==> config.mk <==
export PLATFORM = sky130hd
export DESIGN_NAME = bzs_axis
export DESIGN_NICKNAME = d
export VERILOG_FILES = /design/src/rtl/bezier_curve_sampler_unit_assert.svh /design/src/rtl/bzs_pkg.sv /design/src/rtl/bzs_axis.sv
export SDC_FILE = /design/constraint.sdc
export NUM_CORES = 2
export LEC_CHECK = 0
export ABC_AREA = 1
export BUFFER_PORTS_ARGS = -buffer_cell sky130_fd_sc_hd__buf_2
export CAP_MARGIN = 0
export CORE_MARGIN = 5
export CORE_UTILIZATION = 55
export CTS_BUF_LIST = sky130_fd_sc_hd__clkbuf_8 sky130_fd_sc_hd__clkbuf_16
export CTS_CLUSTER_DIAMETER = 200
export CTS_CLUSTER_SIZE = 8
export DETAILED_ROUTE_END_ITERATION = 16
export GPL_ROUTABILITY_DRIVEN = 0
export HOLD_SLACK_MARGIN = 0.02
export PLACE_DENSITY_LB_ADDON = 0.25
export SLEW_MARGIN = 10
export SYNTH_ARGS = -nofsm -noshare
export SYNTH_HDL_FRONTEND = slang
export SYNTH_SLANG_ARGS = --single-unit
==> constraint.sdc <==
create_clock -name aclk -period 11.4 [get_ports aclk]
set_input_delay 0 -clock aclk [delete_from_list [all_inputs] [get_ports aclk]]
set_output_delay 0 -clock aclk [all_outputs]
set_load 0.005 [all_outputs]
==> src/rtl/bezier_curve_sampler_unit_assert.svh <==
// Assertion macros for the sampler top level.
`ifndef BEZIER_CURVE_SAMPLER_UNIT_ASSERT_SVH
`define BEZIER_CURVE_SAMPLER_UNIT_ASSERT_SVH

`ifndef SYNTHESIS

// Checked only while reset is released.
`define BZS_ASSERT(lbl, clk, rstn, prop) \
    lbl: assert property (@(posedge clk) disable iff (!rstn) (prop)) \
        else $error("bezier sampler check failed");

// Checked on every edge, reset included.
`define BZS_ASSERT_ALWAYS(lbl, clk, prop) \
    lbl: assert property (@(posedge clk) (prop)) \
        else $error("bezier sampler reset check failed");

`else

`define BZS_ASSERT(lbl, clk, rstn, prop)
`define BZS_ASSERT_ALWAYS(lbl, clk, prop)

`endif

`endif

==> src/rtl/bzs_pkg.sv <==
// Shared constants, types and pipeline control struct for the Bezier sampler.
package bzs_pkg;

    // Curve parameter t = i / SAMPLE_DIV; the divisor is a power of two.
    localparam int DIV_LOG2   = 8;
    localparam int SAMPLES    = (2 ** DIV_LOG2) + 1;
    localparam int SAMPLE_DIV = SAMPLES - 1;

    localparam int COORD_BITS = 16;
    localparam int FRAC_BITS  = 8;
    localparam int OUT_BITS   = 24;

    localparam int IDX_W  = DIV_LOG2 + 1;
    localparam int SQ_W   = 2 * DIV_LOG2 + 1;
    localparam int WGT_W  = 3 * DIV_LOG2 + 1;
    localparam int PROD_W = WGT_W + 1 + COORD_BITS;
    localparam int SUM_W  = PROD_W + 1;
    localparam int ACC_W  = PROD_W + 2;

    // All weights are scaled to a common denominator of SAMPLE_DIV cubed.
    localparam int RND_SHIFT = 3 * DIV_LOG2 - FRAC_BITS;

    localparam int NUM_STAGES = 6;
    localparam int NUM_CTRL   = 4;

    typedef enum logic {
        OP_QUAD  = 1'b0,
        OP_CUBIC = 1'b1
    } op_t;

    typedef logic signed [COORD_BITS-1:0] coord_t;
    typedef logic [WGT_W-1:0]             weight_t;
    typedef logic [IDX_W-1:0]             idx_t;
    typedef logic signed [OUT_BITS-1:0]   pos_t;

    // Per-stage load enables; bit 0 is the first stage.
    typedef struct packed {
        logic [NUM_STAGES-1:0] load;
    } pipe_ctl_t;

endpackage

==> src/rtl/bzs_axis.sv <==
// One coordinate axis: delay control points, multiply by weights, sum and round.
module bzs_axis (
    input  logic               aclk,
    input  bzs_pkg::pipe_ctl_t ctl,
    input  bzs_pkg::coord_t    ctrl [bzs_pkg::NUM_CTRL],
    input  bzs_pkg::weight_t   weight [bzs_pkg::NUM_CTRL],
    output bzs_pkg::pos_t      pos
);

    localparam int SH_W = bzs_pkg::ACC_W - bzs_pkg::RND_SHIFT;
    localparam logic signed [SH_W-1:0] SAT_HI = SH_W'((2 ** (bzs_pkg::OUT_BITS - 1)) - 1);
    localparam logic signed [SH_W-1:0] SAT_LO = -SH_W'(2 ** (bzs_pkg::OUT_BITS - 1));
    localparam logic signed [bzs_pkg::SUM_W-1:0] RND =
        bzs_pkg::SUM_W'(2 ** (bzs_pkg::RND_SHIFT - 1));

    bzs_pkg::coord_t p1_reg [bzs_pkg::NUM_CTRL];
    bzs_pkg::coord_t p2_reg [bzs_pkg::NUM_CTRL];
    bzs_pkg::coord_t p3_reg [bzs_pkg::NUM_CTRL];

    logic signed [bzs_pkg::PROD_W-1:0] prod_reg [bzs_pkg::NUM_CTRL];
    logic signed [bzs_pkg::SUM_W-1:0]  s01_reg, s23_reg;
    bzs_pkg::pos_t                     pos_reg, pos_next;

    logic signed [bzs_pkg::ACC_W-1:0] acc;
    logic signed [SH_W-1:0]           scaled;

    // Stages 1 to 3: hold the points alongside the weight pipeline
    always_ff @(posedge aclk) begin
        if (ctl.load[0]) begin
            p1_reg <= ctrl;
        end
        if (ctl.load[1]) begin
            p2_reg <= p1_reg;
        end
        if (ctl.load[2]) begin
            p3_reg <= p2_reg;
        end
    end

    // Stage 4: weighted terms
    always_ff @(posedge aclk) begin
        if (ctl.load[3]) begin
            for (int k = 0; k < bzs_pkg::NUM_CTRL; k++) begin
                prod_reg[k] <= $signed({1'b0, weight[k]}) * p3_reg[k];
            end
        end
    end

    // Stage 5: pair sums, rounding offset folded into the first pair
    always_ff @(posedge aclk) begin
        if (ctl.load[4]) begin
            s01_reg <= bzs_pkg::SUM_W'(prod_reg[0]) + bzs_pkg::SUM_W'(prod_reg[1]) + RND;
            s23_reg <= bzs_pkg::SUM_W'(prod_reg[2]) + bzs_pkg::SUM_W'(prod_reg[3]);
        end
    end

    // Stage 6: final sum, drop the extra fraction bits, saturate
    always_comb begin
        acc    = bzs_pkg::ACC_W'(s01_reg) + bzs_pkg::ACC_W'(s23_reg);
        scaled = acc[bzs_pkg::ACC_W-1:bzs_pkg::RND_SHIFT];
        if (scaled > SAT_HI) begin
            pos_next = SAT_HI[bzs_pkg::OUT_BITS-1:0];
        end else if (scaled < SAT_LO) begin
            pos_next = SAT_LO[bzs_pkg::OUT_BITS-1:0];
        end else begin
            pos_next = scaled[bzs_pkg::OUT_BITS-1:0];
        end
    end

    always_ff @(posedge aclk) begin
        if (ctl.load[5]) begin
            pos_reg <= pos_next;
        end
    end

    assign pos = pos_reg;

endmodule

==> metrics.txt <==
status finished clean; Placement Rows 139; WHS Path Cells 2; postcts setup bufs 0; class of the worst hold path in -> reg; r2r setup slk roughly 4.6 ns; Non-Filler Instances between 10000 and 15000; clk_lat worst skew around 0.7 ns; die area between 150000 and 200000 sq um; 1st-iter DRT viols roughly 4600; Starting Density a little under three fifths; Die Y ~400 um; most common cell after layout, fill and taps aside inv_1; Distinct cells, synth 46; Startpoint Class flip-flop; setup_tns 0 ns; Primary FF master, synth edfxtp_1; Worst Reg-to-Reg Cells 19; vias in the first global route 66760; critical path class reg -> reg; Worst Hold End p1_reg[24]; Max-slew headroom between 10 and 15%; cells resized by post-CTS repair 0; worst-path fanout max 25; critical path required time about 12 ns; DR DRC count 0; Worst setup EP type flip-flop; worst reg2reg path endpoint prod_reg[3][30]; final net count approximately 12000; cts hold-fix bufs 107; Synth Warn # 0; async set-or-reset flop fraction in the synthesized netlist 0%; crit path launch p3_reg[7]; number of buffers created by CTS 68; drt first pass iters 9; die width around 390 um; Detailed Place HPWL ~170 mm; DRT Wirelength about 210 mm; Tmin final slightly below 7 ns; post-synthesis sequential area ratio ~18%; WL/cell between 15 and 20 um; most frequent cells in the layout inv_1 (2772), nand2_1 (2327), fa_1 (1282), ha_1 (727), nor2_1 (482); via count between 60000 and 70000; Max-Cap Viols 0; Clock Tree Buf Depth 3; Ports just under 200; antenna-violating nets left 0; hold wc startpoint ctrl[24]; first-pass GRT wire length about 340 mm; CTS tree yes; FF+latch count, synth 470; f_max approximately 0.15 GHz; # H-tree levels 3; fraction of layout cells with a size suffix above 1 ~3.8%; Mapped Nets about 12000; Cell Area, Synth ~80000 sq um; Tcrit/Tclk final 59.79%; max FFs per register ~170; clock root buffer clkbuf_16; unrepaired setup endpoints after global routing false; placed cell count ~12000; final hold vios 0; Post-synth EDFFs between 400 and 500; Clock transition at path regs ~0.06 ns; # port buffers around 190; initial antenna violation count 10; GRT overflow 0; total track usage 28.01%; core box area roughly 140000 sq um; skew final between 0.06 and 0.07 ns; Syn Inst Count 9770; Area Overhead vs Synth 6.339%; Slew Limit Fails 0; worst slew pin tran 1.278 ns; Vias per Instance 5.352; Final setup viols 0; clock sinks 470; Syn Area/Cell a little over 8 sq um; Critical R2R Launch p3_reg[7]; Synth area leaders fa_1 (32%), edfxtp_1 (18%), inv_1 (13%); share of the synthesized area in the top cell type approximately a third; Worst EP arrival approximately 7.3 ns; largest net degree at the start of global routing 78; Yosys top cell by area fa_1
## through the flow
stage	hold WS (ns)	cell area (sq um)	utilization, %	setup WS [ns]
6_report	0.06655	84670	58.87	4.584
5_1_grt	0.04367	84670	58.87	4.190
4_1_cts	0.02078	84660	58.86	4.674
3_5_place_dp	0.1781	81750	56.84	4.748
3_3_place_gp	0.1779	81750	56.84	4.821
2_1_floorplan	0.09887	79620	-	5.674
## cell type report
cell class                 count  area (sq um)
clock inverter                 8         115.1
timing repair buffer         318          2186
multi-input combinational   6164         53710
clock buffer                  69          1727
fill                       12790         59160
tap                         1903          2381
antenna                        5         12.51
sequential                   470         14110
inverter                    2779         10430
## logic make-up (layout without fill, tap and decap cells)
| group | Yosys count | count (layout) | share of synthesized area, % |
|---|---|---|---|
| simple gates | 3173 | 3173 | 15.81 |
| buf+inv | 3136 | 3174 | 14.83 |
| fa+ha+maj | 2009 | 2009 | 43.66 |
| compound gates | 743 | 743 | 5.357 |
| flops | 470 | 470 | 17.73 |
| xor+xnor | 239 | 239 | 2.629 |
| other cells | 0 | 5 | 0 |
## critical path, cell delays in order, from the launching register on
cell      delay [ns]
edfxtp_1        1.16
nand2_1         0.19
fa_1            0.58
inv_1           0.05
fa_1            0.50
fa_1            0.59
fa_1            0.45
fa_1            0.50
inv_1           0.05
fa_1            0.54
inv_1           0.06
ha_1            0.38
nand2_1         0.10
nor2_1          0.19
inv_1           0.08
nor2_1          0.10
inv_1           0.06
o21ai_0         0.48
a31oi_1         0.20
xnor2_1         0.29
## synthesized netlist by cell type, types with 49 or more instances
cell type / count
fa_1: 1282
ha_1: 727
a31oi_1: 66
edfxtp_1: 470
nand2_1: 2327
a21oi_1: 308
o21bai_1: 51
nand3_1: 158
xnor2_1: 81
o21ai_0: 191
clkbuf_1: 349
nor3_1: 49
xor2_1: 158
nor2_1: 482
inv_1: 2770
## per-layer routing
| metal | GRT usage [%] | vias up | part of all wire (%) |
|---|---|---|---|
| li1 | - | 28830 | - |
| met1 | 36.05 | 30740 | 40 |
| met2 | 47.67 | 2535 | 48 |
| met3 | 3.601 | 595 | 7.0 |
| met4 | 12.53 | 4 | 5.2 |
| met5 | 0 | - | 0.013 |
## how the worst max path moves through the flow
stage / to / slack [ns] / cells after the start
2_1_floorplan: prod_reg[3][28] / 5.67 / 24
3_3_place_gp: prod_reg[0][33] / 4.82 / 22
3_5_place_dp: prod_reg[3][30] / 4.75 / 19
4_1_cts: prod_reg[3][30] / 4.67 / 19
5_1_grt: prod_reg[3][32] / 4.19 / 22
6_report: prod_reg[3][30] / 4.58 / 19
Power is left out: the tool's default activity adds up to more than one toggle a clock period on the data nets, which glitch-free logic cannot reach.
