### config.mk
export PLATFORM = sky130hd
export DESIGN_NAME = bzs_weights
export DESIGN_NICKNAME = d
export VERILOG_FILES = /design/src/rtl/bezier_curve_sampler_unit_assert.svh /design/src/rtl/bzs_pkg.sv /design/src/rtl/bzs_weights.sv
export SDC_FILE = /design/constraint.sdc
export NUM_CORES = 2
export LEC_CHECK = 0
export BUFFER_PORTS_ARGS = -buffer_cell sky130_fd_sc_hd__buf_4
export CAP_MARGIN = 20
export CORE_MARGIN = 2
export CORE_UTILIZATION = 65
export DETAILED_ROUTE_END_ITERATION = 8
export HOLD_SLACK_MARGIN = 0.1
export PLACE_DENSITY = 0.93
export SETUP_SLACK_MARGIN = 0.05
export SYNTH_ARGS = -nofsm -noshare
export SYNTH_HDL_FRONTEND = slang
export SYNTH_SLANG_ARGS = --single-unit
### constraint.sdc
create_clock -name aclk -period 8.7 [get_ports aclk]
set_input_delay 0 -clock aclk [delete_from_list [all_inputs] [get_ports aclk]]
set_output_delay 0 -clock aclk [all_outputs]
set_load 0.02 [all_outputs]
### src/rtl/bezier_curve_sampler_unit_assert.svh
// Assertion macros for the sampler top level.
`ifndef BEZIER_CURVE_SAMPLER_UNIT_ASSERT_SVH
`define BEZIER_CURVE_SAMPLER_UNIT_ASSERT_SVH

`ifndef SYNTHESIS

// Checked only while reset is released.
`define BZS_ASSERT(lbl, clk, rstn, prop) \
    lbl: assert property (@(posedge clk) disable iff (!rstn) (prop)) \
        else $error("bezier sampler check failed");

// Checked on every edge, reset included.
`define BZS_ASSERT_ALWAYS(lbl, clk, prop) \
    lbl: assert property (@(posedge clk) (prop)) \
        else $error("bezier sampler reset check failed");

`else

`define BZS_ASSERT(lbl, clk, rstn, prop)
`define BZS_ASSERT_ALWAYS(lbl, clk, prop)

`endif

`endif

### src/rtl/bzs_pkg.sv
// Shared constants, types and pipeline control struct for the Bezier sampler.
package bzs_pkg;

    // Curve parameter t = i / SAMPLE_DIV; the divisor is a power of two.
    localparam int DIV_LOG2   = 8;
    localparam int SAMPLES    = (2 ** DIV_LOG2) + 1;
    localparam int SAMPLE_DIV = SAMPLES - 1;

    localparam int COORD_BITS = 16;
    localparam int FRAC_BITS  = 8;
    localparam int OUT_BITS   = 24;

    localparam int IDX_W  = DIV_LOG2 + 1;
    localparam int SQ_W   = 2 * DIV_LOG2 + 1;
    localparam int WGT_W  = 3 * DIV_LOG2 + 1;
    localparam int PROD_W = WGT_W + 1 + COORD_BITS;
    localparam int SUM_W  = PROD_W + 1;
    localparam int ACC_W  = PROD_W + 2;

    // All weights are scaled to a common denominator of SAMPLE_DIV cubed.
    localparam int RND_SHIFT = 3 * DIV_LOG2 - FRAC_BITS;

    localparam int NUM_STAGES = 6;
    localparam int NUM_CTRL   = 4;

    typedef enum logic {
        OP_QUAD  = 1'b0,
        OP_CUBIC = 1'b1
    } op_t;

    typedef logic signed [COORD_BITS-1:0] coord_t;
    typedef logic [WGT_W-1:0]             weight_t;
    typedef logic [IDX_W-1:0]             idx_t;
    typedef logic signed [OUT_BITS-1:0]   pos_t;

    // Per-stage load enables; bit 0 is the first stage.
    typedef struct packed {
        logic [NUM_STAGES-1:0] load;
    } pipe_ctl_t;

endpackage

### src/rtl/bzs_weights.sv
// Bernstein weight pipeline: clamp index, form powers, build the four weights.
module bzs_weights (
    input  logic               aclk,
    input  bzs_pkg::pipe_ctl_t ctl,
    input  bzs_pkg::op_t       opcode,
    input  bzs_pkg::idx_t      sample_index,
    output bzs_pkg::weight_t   weight [bzs_pkg::NUM_CTRL]
);

    localparam int PRD_W = bzs_pkg::SQ_W + bzs_pkg::IDX_W;

    // Stage 1: clamped index and its complement
    bzs_pkg::idx_t i1_reg, u1_reg;
    bzs_pkg::op_t  op1_reg;
    bzs_pkg::idx_t i_clamp;

    // Stage 2: second order terms
    logic [bzs_pkg::SQ_W-1:0] uu_reg, ui_reg, ii_reg;
    bzs_pkg::idx_t            i2_reg, u2_reg;
    bzs_pkg::op_t             op2_reg;

    // Stage 3: weights
    bzs_pkg::weight_t w_reg [bzs_pkg::NUM_CTRL];
    bzs_pkg::weight_t w_next [bzs_pkg::NUM_CTRL];

    logic [PRD_W-1:0]            uuu, uui, uii, iii;
    logic [bzs_pkg::WGT_W:0]     ui_dbl;

    function automatic bzs_pkg::weight_t times3(logic [PRD_W-1:0] v);
        logic [PRD_W+1:0] s;
        s = {1'b0, v, 1'b0} + {2'b00, v};
        return s[bzs_pkg::WGT_W-1:0];
    endfunction

    always_comb begin
        if (sample_index > bzs_pkg::IDX_W'(bzs_pkg::SAMPLE_DIV)) begin
            i_clamp = bzs_pkg::IDX_W'(bzs_pkg::SAMPLE_DIV);
        end else begin
            i_clamp = sample_index;
        end
    end

    always_ff @(posedge aclk) begin
        if (ctl.load[0]) begin
            i1_reg  <= i_clamp;
            u1_reg  <= bzs_pkg::IDX_W'(bzs_pkg::SAMPLE_DIV) - i_clamp;
            op1_reg <= opcode;
        end
    end

    always_ff @(posedge aclk) begin
        if (ctl.load[1]) begin
            uu_reg  <= u1_reg * u1_reg;
            ui_reg  <= u1_reg * i1_reg;
            ii_reg  <= i1_reg * i1_reg;
            u2_reg  <= u1_reg;
            i2_reg  <= i1_reg;
            op2_reg <= op1_reg;
        end
    end

    always_comb begin
        uuu    = uu_reg * u2_reg;
        uui    = uu_reg * i2_reg;
        uii    = ii_reg * u2_reg;
        iii    = ii_reg * i2_reg;
        ui_dbl = {ui_reg, 1'b0, {bzs_pkg::DIV_LOG2{1'b0}}};
        case (op2_reg)
            bzs_pkg::OP_CUBIC: begin
                w_next[0] = uuu[bzs_pkg::WGT_W-1:0];
                w_next[1] = times3(uui);
                w_next[2] = times3(uii);
                w_next[3] = iii[bzs_pkg::WGT_W-1:0];
            end
            default: begin
                // scale the quadratic weights up to the cubic denominator
                w_next[0] = {uu_reg, {bzs_pkg::DIV_LOG2{1'b0}}};
                w_next[1] = ui_dbl[bzs_pkg::WGT_W-1:0];
                w_next[2] = {ii_reg, {bzs_pkg::DIV_LOG2{1'b0}}};
                w_next[3] = '0;
            end
        endcase
    end

    always_ff @(posedge aclk) begin
        if (ctl.load[2]) begin
            w_reg <= w_next;
        end
    end

    assign weight = w_reg;

endmodule

==> results.md <==
- Status: completed
- #FFs+latches synth: 178
- Mapped Cells: 3355
- Io pins: 117
- Area Overhead vs Synth: 6.72%
- Ranking of synthesized cells by area: fa_1, edfxtp_1, ha_1
- Drt initial violations: 2075
- Tmin final: 7.55 ns
- Global-route wire length before repair: 121000 microns
- Post-Place Cells: 4005
- CP endpoint kind: flop
- Largest net degree at the start of global routing: 70
- Critical Path RT: 8.98 ns
- Hold-fix buffers, CTS: 12
- Cell variety after synth: 69
- Reg clk slew, reported paths: 0.08 ns
- Std cell rows: 81
- GRT Overall Usage: 30.3%
- Vias in the first global route: 25383
- Synthesized cell area: 31900 sq um
- Final setup fails: 0
- EDFF count, synth: 178
- Critical R2R Launch: u2_reg[1]
- Chip width: 225 microns
- Reg2Reg Depth: 27
- Metal-1 WL: 27100 microns
- Clock Sinks: 178
- Hold worst-path end: op2_reg
- RSZ-0062 raised after global routing: false
- Largest register FFs: 97
- Vias per inst: 5.84
- Rel. slew slack: 36.3%
- Post-DRT Antenna Nets: 0
- Share of flip-flops with an asynchronous set or reset: 0%
- Largest stage delay on the critical path: 0.94 ns
- Nets@finish: 4275
- Hold Path Class: in -> reg
- Worst slew pin tran: 0.955 ns
- Cell with the most instances after synthesis: inv_1
- CTS buffer count: 17
- Die ar.: 50800 sq um
- Critical Path AT: 7.83 ns
- Hold_sp: ctl[1]
- Worst hold stages: 1
- IO Port Bufs: 113
- Clk buf depth: 2
- Die Y: 225 microns
- DR WL met3: 5690 microns
- Number of fill cells: 3209
- Synth cell count leaders: inv_1, fa_1, nand2_1
- Worst R2R End: weight[49]
- DRC viols: 0
- Final clock period utilization by the worst path: 86.8%
- Met2 routed WL: 36200 microns
- Synthesis Warnings: 0
- Ys flop type: edfxtp_1
- Worst Skew: 0.0196 ns
- Worst-Skew Late Latency: 0.52 ns
- Setup repair bufs after CTS: 0
- Core Area: 48600 sq um
- Leading area contributor after synthesis: fa_1
- Highest routed layer: met5
- Initial Util: 65.5%
- Share of cells above drive strength 1: 6.56%
- ANT cells: 0
- Top-area cell type share of the netlist area: 32.7%
- Setup TNS: 0 ns
- Final Hold Viols: 0
- CP startpoint kind: flop
- Initial antenna violation count: 1
- Slowest-stage cell, CP: edfxtp_1
- Finished layout cell area: 34000 sq um
- Reg2Reg Setup Slack: 1.15 ns
- Crit path kind: reg -> reg
- Peak Freq: 132 MHz
- Post-cts gate resize count: 0
- Max Cap Viol: 0
- CTS H-Tree Depth: 4
- Final count of pins violating max slew: 0
- Detailed Route WL: 72900 microns
- Congestion Overflow GR: 0
- Avg Cell Area, Syn: 9.49 sq um
- Final Wtd Congestion: 0.901
- CTS tree: built
- Post-DP Area: 33300 sq um
- Crit path top cell by count: a21oi_1
- Via Count: 23662
- Detailed Place HPWL: 55400 microns
- Clk root buf: clkbuf_16
- First-pass iteration count of the detailed router: 5
- Layout Cells excl Fill: 4050
- WL/cell: 18.0 microns
- Sequential cell area fraction in the yosys report: 16.8%
- Peak fanout along the critical path: 20
-- final cells by class --
type / count / area [sq um] / area share, %
multi-input cells: 2400 / 23600 / 69.4
inverters: 664 / 2490 / 7.33
clock buffers: 17 / 425 / 1.25
repair buffers: 154 / 1210 / 3.55
well taps: 622 / 778 / 2.29
clock inverters: 15 / 165 / 0.486
flip-flops and latches: 178 / 5350 / 15.7
-- through the flow --
| step | util [%] | setup WS, ns | hold slack [ns] |
|---|---|---|---|
| 2_1_floorplan | - | 2.20 | 0.0989 |
| 3_3_place_gp | 68.4 | 1.55 | 0.180 |
| 3_5_place_dp | 68.4 | 1.32 | 0.186 |
| 4_1_cts | 69.8 | 1.25 | 0.136 |
| 5_1_grt | 69.9 | 0.668 | 0.140 |
| 6_report | 69.9 | 1.15 | 0.104 |
-- worst max path at each step --
stage                    from          to  slack, ns  cells after the start
CTS                 u2_reg[1]  weight[49]       1.25                     27
detailed placement  u2_reg[1]  weight[49]       1.32                     27
global placement    u2_reg[1]  weight[49]       1.55                     27
global route        uu_reg[0]  weight[73]       0.67                     28
floorplan           ii_reg[7]  weight[48]       2.20                     27
finish              u2_reg[1]  weight[49]       1.15                     27
-- per-layer routing --
metal  track usage, %  up-vias
met5                0        -
met2             52.0     1127
met1             36.4    11730
met3             5.38      275
met4             16.2        2
li1                 -    10528
-- logic make-up (layout without fill, tap and decap cells) --
| group | count (synthesis) | count (layout) | share of synthesized area [%] |
|---|---|---|---|
| compound gates | 340 | 340 | 6.94 |
| simple gates | 1002 | 1002 | 15.6 |
| fa+ha+maj | 843 | 843 | 45.4 |
| mux | 32 | 32 | 1.14 |
| flops | 178 | 178 | 16.8 |
| other cells | 2 | 17 | 0.0236 |
| buf+inv | 792 | 850 | 9.37 |
| xor+xnor | 166 | 166 | 4.76 |
-- cells in the final DEF, fill, tap and decap left out, types with 16 or more instances in the layout --
cell,instances
inv_1,663
fa_1,520
nand2_1,382
and2_1,360
ha_1,323
edfxtp_1,178
buf_4,141
xnor2_1,123
nor2_1,122
a21oi_1,98
o21ai_0,66
a21o_1,51
xor2_1,39
nor2b_1,32
nor3_1,32
mux2_2,30
nand2b_1,21
conb_1,17
clkbuf_16,17
o21bai_1,16
-- critical path: cells and delay by family, from the launching register on --
| kind | cells | cell delay (ns) |
|---|---|---|
| xor gates and xnor gates | 2 | 0.28 |
| and+or+nand+nor | 2 | 0.52 |
| muxes | 1 | 0.27 |
| buffers and inverters | 3 | 0.14 |
| DFF | 1 | 0.94 |
| adders and majority gates | 6 | 2.78 |
| AOI/OAI and AO/OA | 13 | 2.39 |
Power is not shown: default switching activity piles up to over one toggle a cycle in this logic, so the estimate is an artifact.
